File: config.mk
export PLATFORM = sky130hd
export DESIGN_NAME = button_edge_and_quadrature_events
export DESIGN_NICKNAME = d
export VERILOG_FILES = /design/src/rtl/bqe_pkg.sv /design/src/rtl/bqe_eval.sv /design/src/rtl/bqe_serial.sv /design/src/rtl/button_edge_and_quadrature_events.sv
export VERILOG_INCLUDE_DIRS = /design/src /design/src/rtl
export SDC_FILE = /design/constraint.sdc
export NUM_CORES = 1
export LEC_CHECK = 0
export BUFFER_PORTS_ARGS = -buffer_cell sky130_fd_sc_hd__buf_2
export CORE_MARGIN = 2
export CORE_UTILIZATION = 40
export DETAILED_ROUTE_END_ITERATION = 8
export SLEW_MARGIN = 20
export SYNTH_ARGS = -nofsm -noshare
export SYNTH_HDL_FRONTEND = slang
export SYNTH_SLANG_ARGS = --single-unit
File: constraint.sdc
create_clock -name clock -period 6.6 [get_ports clock]
set_input_delay 0 -clock clock [delete_from_list [all_inputs] [get_ports clock]]
set_output_delay 0 -clock clock [all_outputs]
set_load 0.005 [all_outputs]
File: src/rtl/button_edge_and_quadrature_events_defines.svh
// Assertion macros for the button and encoder event RTL.
`ifndef BUTTON_EDGE_AND_QUADRATURE_EVENTS_DEFINES_SVH
`define BUTTON_EDGE_AND_QUADRATURE_EVENTS_DEFINES_SVH

// Same-cycle implication, sampled on the rising clock, off during reset.
`define BQE_CHECK(label, ante, cons, msg) \
   label: assert property (@(posedge clock) disable iff (reset) (ante) |-> (cons)) \
      else $error(msg);

// Next-cycle implication, sampled on the rising clock, off during reset.
`define BQE_CHECK_NEXT(label, ante, cons, msg) \
   label: assert property (@(posedge clock) disable iff (reset) (ante) |=> (cons)) \
      else $error(msg);

`endif

File: src/rtl/bqe_pkg.sv
// Types, codes and tables shared by the button and encoder event block.
package bqe_pkg;

   // Configuration register indexes
   localparam logic REG_DEBOUNCE_MS      = 1'b0;
   localparam logic REG_STEPS_PER_DETENT = 1'b1;

   localparam logic [15:0] DEBOUNCE_RESET = 16'd50;
   localparam logic [2:0]  DETENT_RESET   = 3'd4;

   // Event codes
   localparam logic [2:0] EV_TOP    = 3'd0;
   localparam logic [2:0] EV_MIDDLE = 3'd1;
   localparam logic [2:0] EV_BOTTOM = 3'd2;
   localparam logic [2:0] EV_INC    = 3'd3;
   localparam logic [2:0] EV_DEC    = 3'd4;

   typedef struct packed {
      logic [31:0] now_ms;
      logic        top_level;
      logic        middle_level;
      logic        bottom_level;
      logic [1:0]  encoder_phase;
   } req_type;

   typedef struct packed {
      logic [2:0] event_code;
      logic       last_event;
   } rsp_type;

   // One evaluated sample handed to the serialiser
   typedef struct packed {
      logic       valid;
      logic [3:0] mask;
      logic       dir_up;
   } batch_type;

   // Quadrature step for index {previous phase, current phase}
   function automatic logic signed [1:0] quad_step(input logic [3:0] idx);
      logic signed [1:0] s;
      case (idx)
         4'd1, 4'd7, 4'd8, 4'd14: s = -2'sd1;
         4'd2, 4'd4, 4'd11, 4'd13: s = 2'sd1;
         default: s = 2'sd0;
      endcase
      return s;
   endfunction

endpackage

File: src/rtl/bqe_eval.sv
// Input register, configuration, button and encoder state, event evaluation.
module bqe_eval (
   input  logic             clock,
   input  logic             reset,
   input  logic             req_valid,
   output logic             req_ready,
   input  bqe_pkg::req_type req_data,
   input  logic             csr_wr_en,
   input  logic             csr_index,
   input  logic [15:0]      csr_wdata,
   input  logic             can_load,
   output bqe_pkg::batch_type batch
);
   import bqe_pkg::*;

   logic             in_valid_ff;
   req_type          in_data_ff;
   logic [15:0]      debounce_ff;
   logic [2:0]       detent_ff;
   logic [2:0]       prev_level_ff;
   logic [31:0]      press_time_ff [3];
   logic [1:0]       prev_phase_ff;
   logic signed [3:0] step_ff;

   logic [2:0]       level;
   logic [2:0]       press;
   logic             eval_en;
   logic             phase_changed;
   logic signed [3:0] step_sum;
   logic signed [3:0] step_in;
   logic [3:0]       step_mag;
   logic [3:0]       thr;
   logic             enc_hit;

   assign req_ready = !in_valid_ff || can_load;
   assign eval_en   = in_valid_ff && can_load;

   // Input register
   always_ff @(posedge clock) begin
      if (reset) begin
         in_valid_ff <= 1'b0;
      end else if (req_ready) begin
         in_valid_ff <= req_valid;
      end
      if (req_valid && req_ready) begin
         in_data_ff <= req_data;
      end
   end

   // Configuration registers
   always_ff @(posedge clock) begin
      if (reset) begin
         debounce_ff <= DEBOUNCE_RESET;
         detent_ff   <= DETENT_RESET;
      end else if (csr_wr_en) begin
         unique case (csr_index)
            REG_DEBOUNCE_MS:      debounce_ff <= csr_wdata;
            REG_STEPS_PER_DETENT: detent_ff   <= csr_wdata[2:0];
            default: ;
         endcase
      end
   end

   // Button presses: rising level and wrapped elapsed time over debounce
   assign level = {in_data_ff.bottom_level, in_data_ff.middle_level, in_data_ff.top_level};
   always_comb begin
      for (int i = 0; i < 3; i++) begin
         press[i] = level[i] && !prev_level_ff[i] &&
                    ((in_data_ff.now_ms - press_time_ff[i]) > {16'd0, debounce_ff});
      end
   end

   // Encoder step accumulation and detent check
   assign phase_changed = in_data_ff.encoder_phase != prev_phase_ff;
   assign step_sum = step_ff + 4'(quad_step({prev_phase_ff, in_data_ff.encoder_phase}));
   assign step_mag = step_sum[3] ? 4'(-step_sum) : 4'(step_sum);
   assign thr      = (detent_ff == 3'd0) ? 4'd1 : {1'b0, detent_ff};
   assign enc_hit  = phase_changed && (step_mag >= thr);
   assign step_in  = enc_hit ? 4'sd0 : step_sum;

   // State update once the sample is evaluated
   always_ff @(posedge clock) begin
      if (reset) begin
         prev_level_ff <= '0;
         prev_phase_ff <= '0;
         step_ff       <= '0;
         for (int i = 0; i < 3; i++) begin
            press_time_ff[i] <= '0;
         end
      end else if (eval_en) begin
         prev_level_ff <= level;
         for (int i = 0; i < 3; i++) begin
            if (press[i]) begin
               press_time_ff[i] <= in_data_ff.now_ms;
            end
         end
         if (phase_changed) begin
            prev_phase_ff <= in_data_ff.encoder_phase;
            step_ff       <= step_in;
         end
      end
   end

   always_comb begin
      batch.valid  = eval_en;
      batch.mask   = {enc_hit, press};
      batch.dir_up = !step_sum[3] && (step_sum != 4'sd0);
   end

endmodule

File: src/rtl/bqe_serial.sv
// Result register: sends one sample's events one beat at a time.
`include "button_edge_and_quadrature_events_defines.svh"
module bqe_serial (
   input  logic               clock,
   input  logic               reset,
   input  bqe_pkg::batch_type batch,
   output logic               can_load,
   output logic               rsp_valid,
   input  logic               rsp_ready,
   output bqe_pkg::rsp_type   rsp_data
);
   import bqe_pkg::*;

   logic [3:0] mask_ff;
   logic [3:0] mask_in;
   logic       dir_up_ff;
   logic [3:0] low;
   logic [3:0] rest;
   logic [3:0] popped;
   logic       fire;

   // Lowest pending event goes first
   assign low       = mask_ff & (~mask_ff + 4'd1);
   assign rest      = mask_ff & ~low;
   assign rsp_valid = |mask_ff;
   assign fire      = rsp_valid && rsp_ready;
   assign popped    = fire ? rest : mask_ff;
   assign can_load  = popped == 4'd0;
   assign mask_in   = can_load ? (batch.valid ? batch.mask : 4'd0) : popped;

   always_ff @(posedge clock) begin
      if (reset) begin
         mask_ff <= '0;
      end else begin
         mask_ff <= mask_in;
      end
      if (can_load && batch.valid) begin
         dir_up_ff <= batch.dir_up;
      end
   end

   // Event code of the beat on offer
   always_comb begin
      case (low)
         4'b0001: rsp_data.event_code = EV_TOP;
         4'b0010: rsp_data.event_code = EV_MIDDLE;
         4'b0100: rsp_data.event_code = EV_BOTTOM;
         4'b1000: rsp_data.event_code = dir_up_ff ? EV_INC : EV_DEC;
         default: rsp_data.event_code = EV_TOP;
      endcase
      rsp_data.last_event = rest == 4'd0;
   end

   `BQE_CHECK(a_last_single, rsp_valid && rsp_data.last_event, $onehot(mask_ff), "last beat with more pending")
   `BQE_CHECK_NEXT(a_stall_hold, rsp_valid && !rsp_ready, $stable(mask_ff), "pending events lost on stall")
   `BQE_CHECK_NEXT(a_load_shows, batch.valid && can_load && (batch.mask != 4'd0), rsp_valid, "loaded events not offered")
   `BQE_CHECK(a_no_overwrite, batch.valid, can_load && (popped == 4'd0), "sample loaded over pending events")

endmodule

File: src/rtl/button_edge_and_quadrature_events.sv
// Top level of the button press and quadrature encoder event block.
//
//   channel  direction  payload                 handshake
//   req_     in         bqe_pkg::req_type       req_valid / req_ready
//   rsp_     out        bqe_pkg::rsp_type       rsp_valid / rsp_ready
//   csr_     in         index 1b, data 16b      csr_wr_en, no wait
//
// A sample is registered, evaluated combinationally, and its events leave one per beat.
// A sample carries up to four events: one per button and one for the encoder.
// A held sample moves on in the cycle the last event of the one before is accepted.
// Reset clears the button, encoder and handshake state and loads the register defaults.
// A stalled rsp_ holds the pending events; req_ready drops once the input register fills.
module button_edge_and_quadrature_events (
   input  logic             clock,
   input  logic             reset,
   input  logic             req_valid,
   output logic             req_ready,
   input  bqe_pkg::req_type req_data,
   output logic             rsp_valid,
   input  logic             rsp_ready,
   output bqe_pkg::rsp_type rsp_data,
   input  logic             csr_wr_en,
   input  logic             csr_index,
   input  logic [15:0]      csr_wdata
);
   import bqe_pkg::*;

   batch_type batch;
   logic      can_load;

   bqe_eval u_eval (
      .clock     (clock),
      .reset     (reset),
      .req_valid (req_valid),
      .req_ready (req_ready),
      .req_data  (req_data),
      .csr_wr_en (csr_wr_en),
      .csr_index (csr_index),
      .csr_wdata (csr_wdata),
      .can_load  (can_load),
      .batch     (batch)
   );

   bqe_serial u_serial (
      .clock     (clock),
      .reset     (reset),
      .batch     (batch),
      .can_load  (can_load),
      .rsp_valid (rsp_valid),
      .rsp_ready (rsp_ready),
      .rsp_data  (rsp_data)
   );

endmodule
==> run metrics, run 1 <==
largest net degree at the start of global routing=69; Clock Path Buffers=2; vias=12,160; Die ar.=35,360 um^2; first-pass GRT wire length=63.83 mm; status=complete, no violations; slew margin rel.=34.52%; clock latency at the later pin of the worst-skew pair=0.44 ns; total track usage=23.03%; hpwl dp=31.44 mm; Root Buffer=clkbuf_16; Worst Path Required=6.78 ns; Final setup viols=0; WL/cell=19.28 um; commonest non-fill, non-tap cell in the layout=inv_1; fin crit period=5.978 ns; Layout area overhead=13.91%; vias per std cell=5.822; Die Width=188.0 um; Mapped Cells=1,531; Final Hold Fails=0; Synth top area share=29.70%; initial antenna violation count=0; 1st-iter DRT viols=954; pre-CTS setup slack=0.8091 ns; Antenna Nets Post-Route=0; RSZ-0062 raised after global routing=no; largest cells by area after synthesis=edfxtp_1 30%, ha_1 14%, a21oi_1 5.7%; WL met2=18.26 mm; share of cells above drive strength 1=7.800%; final worst slack=0.6224 ns; worst slew pin tran=0.9823 ns; CP startpoint kind=flop; mean area per synthesized cell=8.850 um^2; DRT met1 WL=18.90 mm; Total Wirelength=40.28 mm; drt drc=0; IO Count=65; r2r endpoint=u_eval.press_time_ff[0][60]; final net count=1,843; final setup TNS=0 ns; Pre-antenna DRT Iters=5; Post-synth top flop=edfxtp_1; Clock Skews=0.01336 ns; clock sink count=167; vias in the first global route=11,710; gpl congestion=0.9270; Core Box Area=33,450 um^2; count of cell types in the netlist=80; fill count=3,249; Max FO, Critical Path=34; Max Fclk=167.3 MHz; EDFF count, synth=134; CP endpoint kind=flop; r2r startpoint=u_eval.in_data_ff[6]; clock-pin slew on the worst setup and hold paths=0.07 ns; max layer used=met4; Non-Filler Instances=2,089; Starting Density=40.51%; Critical Path AT=6.16 ns; CTS tree=yes; post-synth top area cell=edfxtp_1; Post-synth ARST share=0%; row count=67; Yosys warning total=0; Pins Over Slew Limit=0; die height=188.0 um; Worst Path Class, Setup=reg -> reg; maxcap violations=0; period utilization=90.57%; worst reg2reg path depth=21; gr ovfl total=0; WL met3=2.287 mm; Lkg Pwr=0.006289 uW; ant diodes=0; hold path start=reset; CTS Buf Count=17; flops & latches, synth=167; Port Buf Inserts=64; Power Dens Cells=229.5 nW/um^2; R2R Setup Slk=0.62 ns; commonest non-fill, non-tap cells in the layout=169 x inv_1, 154 x a21oi_1, 152 x ha_1; synthesized cell area=13,550 um^2; hold path cells=3; Post-Place Cells=1,997; Worst Hold End=u_eval.detent_ff[1]; Syn Nets=1,746; htree depth=4; post-synthesis sequential area ratio=34.57%; Peak VDD IR=0.0001872 V; Worst Hold Class=in -> reg
synth_stat cells, types with 33 or more instances:
cell,number
nand4_1,34
ha_1,152
inv_1,169
dfxtp_1,33
clkbuf_1,51
nor3_1,33
nand3_1,36
xnor2_1,39
a21o_1,44
nor2_1,79
o21ai_0,66
edfxtp_1,134
a311oi_1,33
nand2_1,135
a21oi_1,154
where the power goes:
| group | internal (uW) | switching (uW) | leakage, uW |
|---|---|---|---|
| Sequential | 1220 | 55.1 | 0.00164 |
| Combinational | 528 | 781 | 0.00438 |
| Clock | 493 | 461 | 0.000263 |
critical path, stage by stage, from the launching register on:
cell and delay, ns:
edfxtp_1 0.53, ha_1 0.34, nor2b_1 0.15, o31ai_2 0.26, o211a_1 0.25, nand2_1 0.09
a31oi_1 0.26, o21ai_0 0.19, a21o_1 0.22, a21oi_1 0.19, xnor2_1 0.09, ha_1 0.31
nand4_1 0.15, or4_1 0.58, nor2_1 0.14, o22ai_1 0.14, a211oi_1 0.30, nand4_1 0.13
or4b_4 0.60, nand4b_4 0.40, nand2b_1 0.14, buf_4 0.24
how the worst max path moves through the flow:
stage | cells after the start | from | slack, ns | to
detailed placement | 21 | u_eval.in_data_ff[6] | 0.81 | u_eval.press_time_ff[0][60]
global route | 21 | u_eval.in_data_ff[6] | 0.35 | u_eval.press_time_ff[0][59]
global placement | 21 | u_eval.in_data_ff[6] | 0.90 | u_eval.press_time_ff[0][59]
CTS | 21 | u_eval.in_data_ff[6] | 0.77 | u_eval.press_time_ff[0][60]
finish | 21 | u_eval.in_data_ff[6] | 0.62 | u_eval.press_time_ff[0][60]
floorplan | 20 | u_eval.in_data_ff[6] | 1.24 | u_eval.press_time_ff[0][32]
what timing repair did:
action,4_1_cts,5_1_grt
hold buffers,60,0
setup buffers,0,0
endpoints found under the hold margin,58,0
setup endpoints to repair,0,0
gates resized for setup,0,0
cell families after synthesis:
group	after synthesis	share of synthesized area (%)
fa+ha+maj	157	14.70
mux	12	1.007
flops	167	34.57
buf+inv	230	6.593
xor+xnor	66	4.266
simple gates	421	15.32
compound gates	478	23.54
layout make-up:
cell class                 instances  area (um^2)  area share, %
timing repair buffer             138         1026          6.648
tap                              448        560.5          3.632
sequential                       167         4684          30.35
clock buffer                      19        432.9          2.805
clock inverter                    13        112.6         0.7296
multi-input combinational       1134         7979          51.70
inverter                         170        638.1          4.135
flip-flops by register name (all words and copies together) (netlist names):
name                  flops
u_serial.mask_ff          4
u_serial.dir_up_ff        1
u_eval.prev_level_ff      3
u_eval.in_data_ff        37
u_eval.in_valid_ff        1
u_eval.debounce_ff       16
u_eval.prev_phase_ff      2
u_eval.press_time_ff     96
u_eval.step_ff            4
u_eval.detent_ff          3
through the flow:
step	area [um^2]	hold WS (ns)	power (uW)	util [%]
floorplan	13550	0.09887	2217	-
global placement	14290	0.1769	2547	42.71
detailed placement	14290	0.1781	2557	42.71
CTS	15430	0.2205	3536	46.13
global route	15430	0.2635	3749	46.14
finish	15430	0.2496	3542	46.14
per-layer routing:
metal	global-route usage, %	up-vias
li1	-	5866
met1	32.40	5813
met2	37.24	432
met3	2.807	52
met4	6.481	0
met5	0	-
No activity file was read; power rests on OpenSTA's default activity.
==> run 2: changes to the inputs <==
BUFFER_PORTS_ARGS = unset   (was -buffer_cell sky130_fd_sc_hd__buf_2)
CORE_UTILIZATION = 34   (was 40)
DONT_BUFFER_PORTS = 1   (was unset)
SLEW_MARGIN = 30   (was 20)
==> run metrics, run 2 (synthesis gave the netlist of run 1 again) <==
slew margin rel.=34.89%; gpl congestion=0.8966; fin crit period=5.999 ns; hold path start=req_valid; Largest regs=u_eval.press_time_ff x96, u_eval.in_data_ff x37, u_eval.debounce_ff x16; Hold WS=0.07941 ns; critical-path cell list=inv_1 -> ha_1 -> inv_1 -> fa_1 -> a21oi_1 -> o221ai_1 -> a211oi_2 -> o21a_1 -> o21ai_0 -> xnor2_1 -> ha_1 -> a21o_1 -> a21oi_1 -> nand2_1 -> o31a_1 -> nor4_1 -> o2111ai_1 -> a2111o_1 -> o21ai_2 -> buf_4 -> nand2b_1 -> buf_4; commonest non-fill, non-tap cells in the layout=169 x inv_1, 154 x a21oi_1, 152 x ha_1; CP endpoint kind=flop; Die ar.=41,460 um^2; Layout area overhead=14.74%; Reg with most FFs=u_eval.press_time_ff; final setup TNS=0 ns; Starting Density=34.26%; Port Buf Inserts=0; cell count along the critical path=22; die height=203.6 um; CP startpoint kind=flop; vias per std cell=5.591; maxcap violations=0; Die Width=203.6 um; share of cells above drive strength 1=3.805%; Core Box Area=39,550 um^2; Pre-antenna DRT Iters=5; WL/cell=18.90 um; total track usage=19.31%; WL met3=2.215 mm; final net count=1,805; clock latency at the later pin of the worst-skew pair=0.44 ns; Power Dens Cells=230.4 nW/um^2; Worst Path Class, Setup=reg -> reg; Clock Skews=0.009199 ns; Max FO, Critical Path=34; r2r startpoint=u_eval.in_data_ff[5]; htree depth=4; worst reg2reg path depth=22; Worst Path Required=6.75 ns; initial antenna violation count=0; IO Count=65; Clock Path Buffers=2; gr ovfl total=0; worst slew pin tran=0.9520 ns; DRT met1 WL=18.04 mm; final core occ=39.31%; 1st-iter DRT viols=1,176; commonest non-fill, non-tap cell in the layout=inv_1; WP buf/inv=4; Final setup viols=0; Critical-path top delay cell=a211oi_2; period utilization=90.89%; WL met2=18.88 mm; r2r endpoint=u_eval.press_time_ff[0][8]; Final Hold Fails=0; R2R Setup Slk=0.60 ns; largest net degree at the start of global routing=66; vias in the first global route=11,650; vias=11,900; first-pass GRT wire length=62.49 mm; max FFs per register=96; row count=73; Critical Path AT=6.14 ns; Lkg Pwr=0.006167 uW; RSZ-0062 raised after global routing=no; Worst Hold Class=in -> reg; Max Fclk=166.7 MHz; kind of cell adding the most delay to the critical path=compound AO/OA/AOI/OAI gates; CP max stage delay=0.55 ns; Antenna Nets Post-Route=0; Peak VDD IR=0.0001711 V; drt drc=0; Setup crit start=u_eval.in_data_ff[5]; Pins Over Slew Limit=0; hpwl dp=31.12 mm; status=complete, no violations; clock-pin slew on the worst setup and hold paths=0.07 ns; Total Wirelength=40.24 mm; clock sink count=167; CTS Buf Count=17; CTS tree=yes; Root Buffer=clkbuf_16; CP endpoint=u_eval.press_time_ff[0][8]; max layer used=met4
-- run 2: cell count changes in the layout (fill, tap and decap cells not counted), moves of 3 or more --
| cell | delta |
|---|---|
| inv_8 | +3 |
| buf_4 | -5 |
| dlygate4sd3_1 | +30 |
| buf_2 | -64 |
| clkinv_4 | -3 |
-- run 2: worst min-delay path by stage --
| stage | endpoint | slack (ns) | cells after the start |
|---|---|---|---|
| after CTS | u_eval.press_time_ff[0][54] | 0.16 | 2 |
| final | u_eval.in_data_ff[3] | 0.08 | 1 |
| after floorplan | u_eval.in_data_ff[0] | 0.1 | 0 |
| after global routing | u_eval.in_data_ff[24] | 0.09 | 1 |
| after detailed placement | u_eval.debounce_ff[8] | 0.09 | 1 |
| after global placement | u_eval.debounce_ff[8] | 0.09 | 1 |
-- run 2: repair_timing --
| item | in CTS | in global routing |
|---|---|---|
| hold endpoints to repair | 166 | 0 |
| buffers inserted | 0 | 0 |
| gates resized for setup | 0 | 0 |
| hold buffers | 91 | 0 |
-- run 2: power breakdown --
part | leakage [uW] | total [uW] | internal, uW | switching, uW
Sequential | 0.00164 | 1280 | 1220 | 53.3
Combinational | 0.00425 | 1300 | 525 | 779
Clock | 0.000277 | 1000 | 537 | 465
-- run 2: layout make-up --
| class | count | area (um^2) |
|---|---|---|
| clock inverters | 15 | 162.7 |
| multi-input cells | 1134 | 7980 |
| clock buffers | 17 | 425.4 |
| flip-flops and latches | 167 | 4684 |
| repair buffers | 100 | 996.0 |
| inverters | 170 | 638.1 |
| well taps | 525 | 656.9 |
| fillers | 3898 | 24000 |
| diodes | 1 | 2.502 |
-- run 2: per-layer routing --
layer	global-route usage [%]	vias to the layer above
met3	2.141	64
li1	-	5796
met1	25.87	5638
met2	32.20	405
met4	6.804	0
met5	0	-
-- run 2: stage by stage --
| step | cells | worst slack, ns | cell area (um^2) | total power (uW) |
|---|---|---|---|---|
| 5_1_grt | 2128 | 0.3015 | 15540 | 3791 |
| 6_report | 2129 | 0.6015 | 15550 | 3582 |
| 3_5_place_dp | 2005 | 0.7140 | 14030 | 2527 |
| 4_1_cts | 2128 | 0.7011 | 15540 | 3584 |
| 3_3_place_gp | 2005 | 0.8493 | 14020 | 2511 |
| 2_1_floorplan | 1531 | 1.236 | 13550 | 2217 |
-- run 2: worst reg2reg max path: cells and delay by family, from the launching register on --
family | cells | cell delay (ns)
and+or+nand+nor | 3 | 0.63
DFF | 1 | 0.36
xor gates and xnor gates | 1 | 0.16
buffers and inverters | 4 | 0.87
adders and majority gates | 3 | 0.88
AOI/OAI and AO/OA | 11 | 2.79
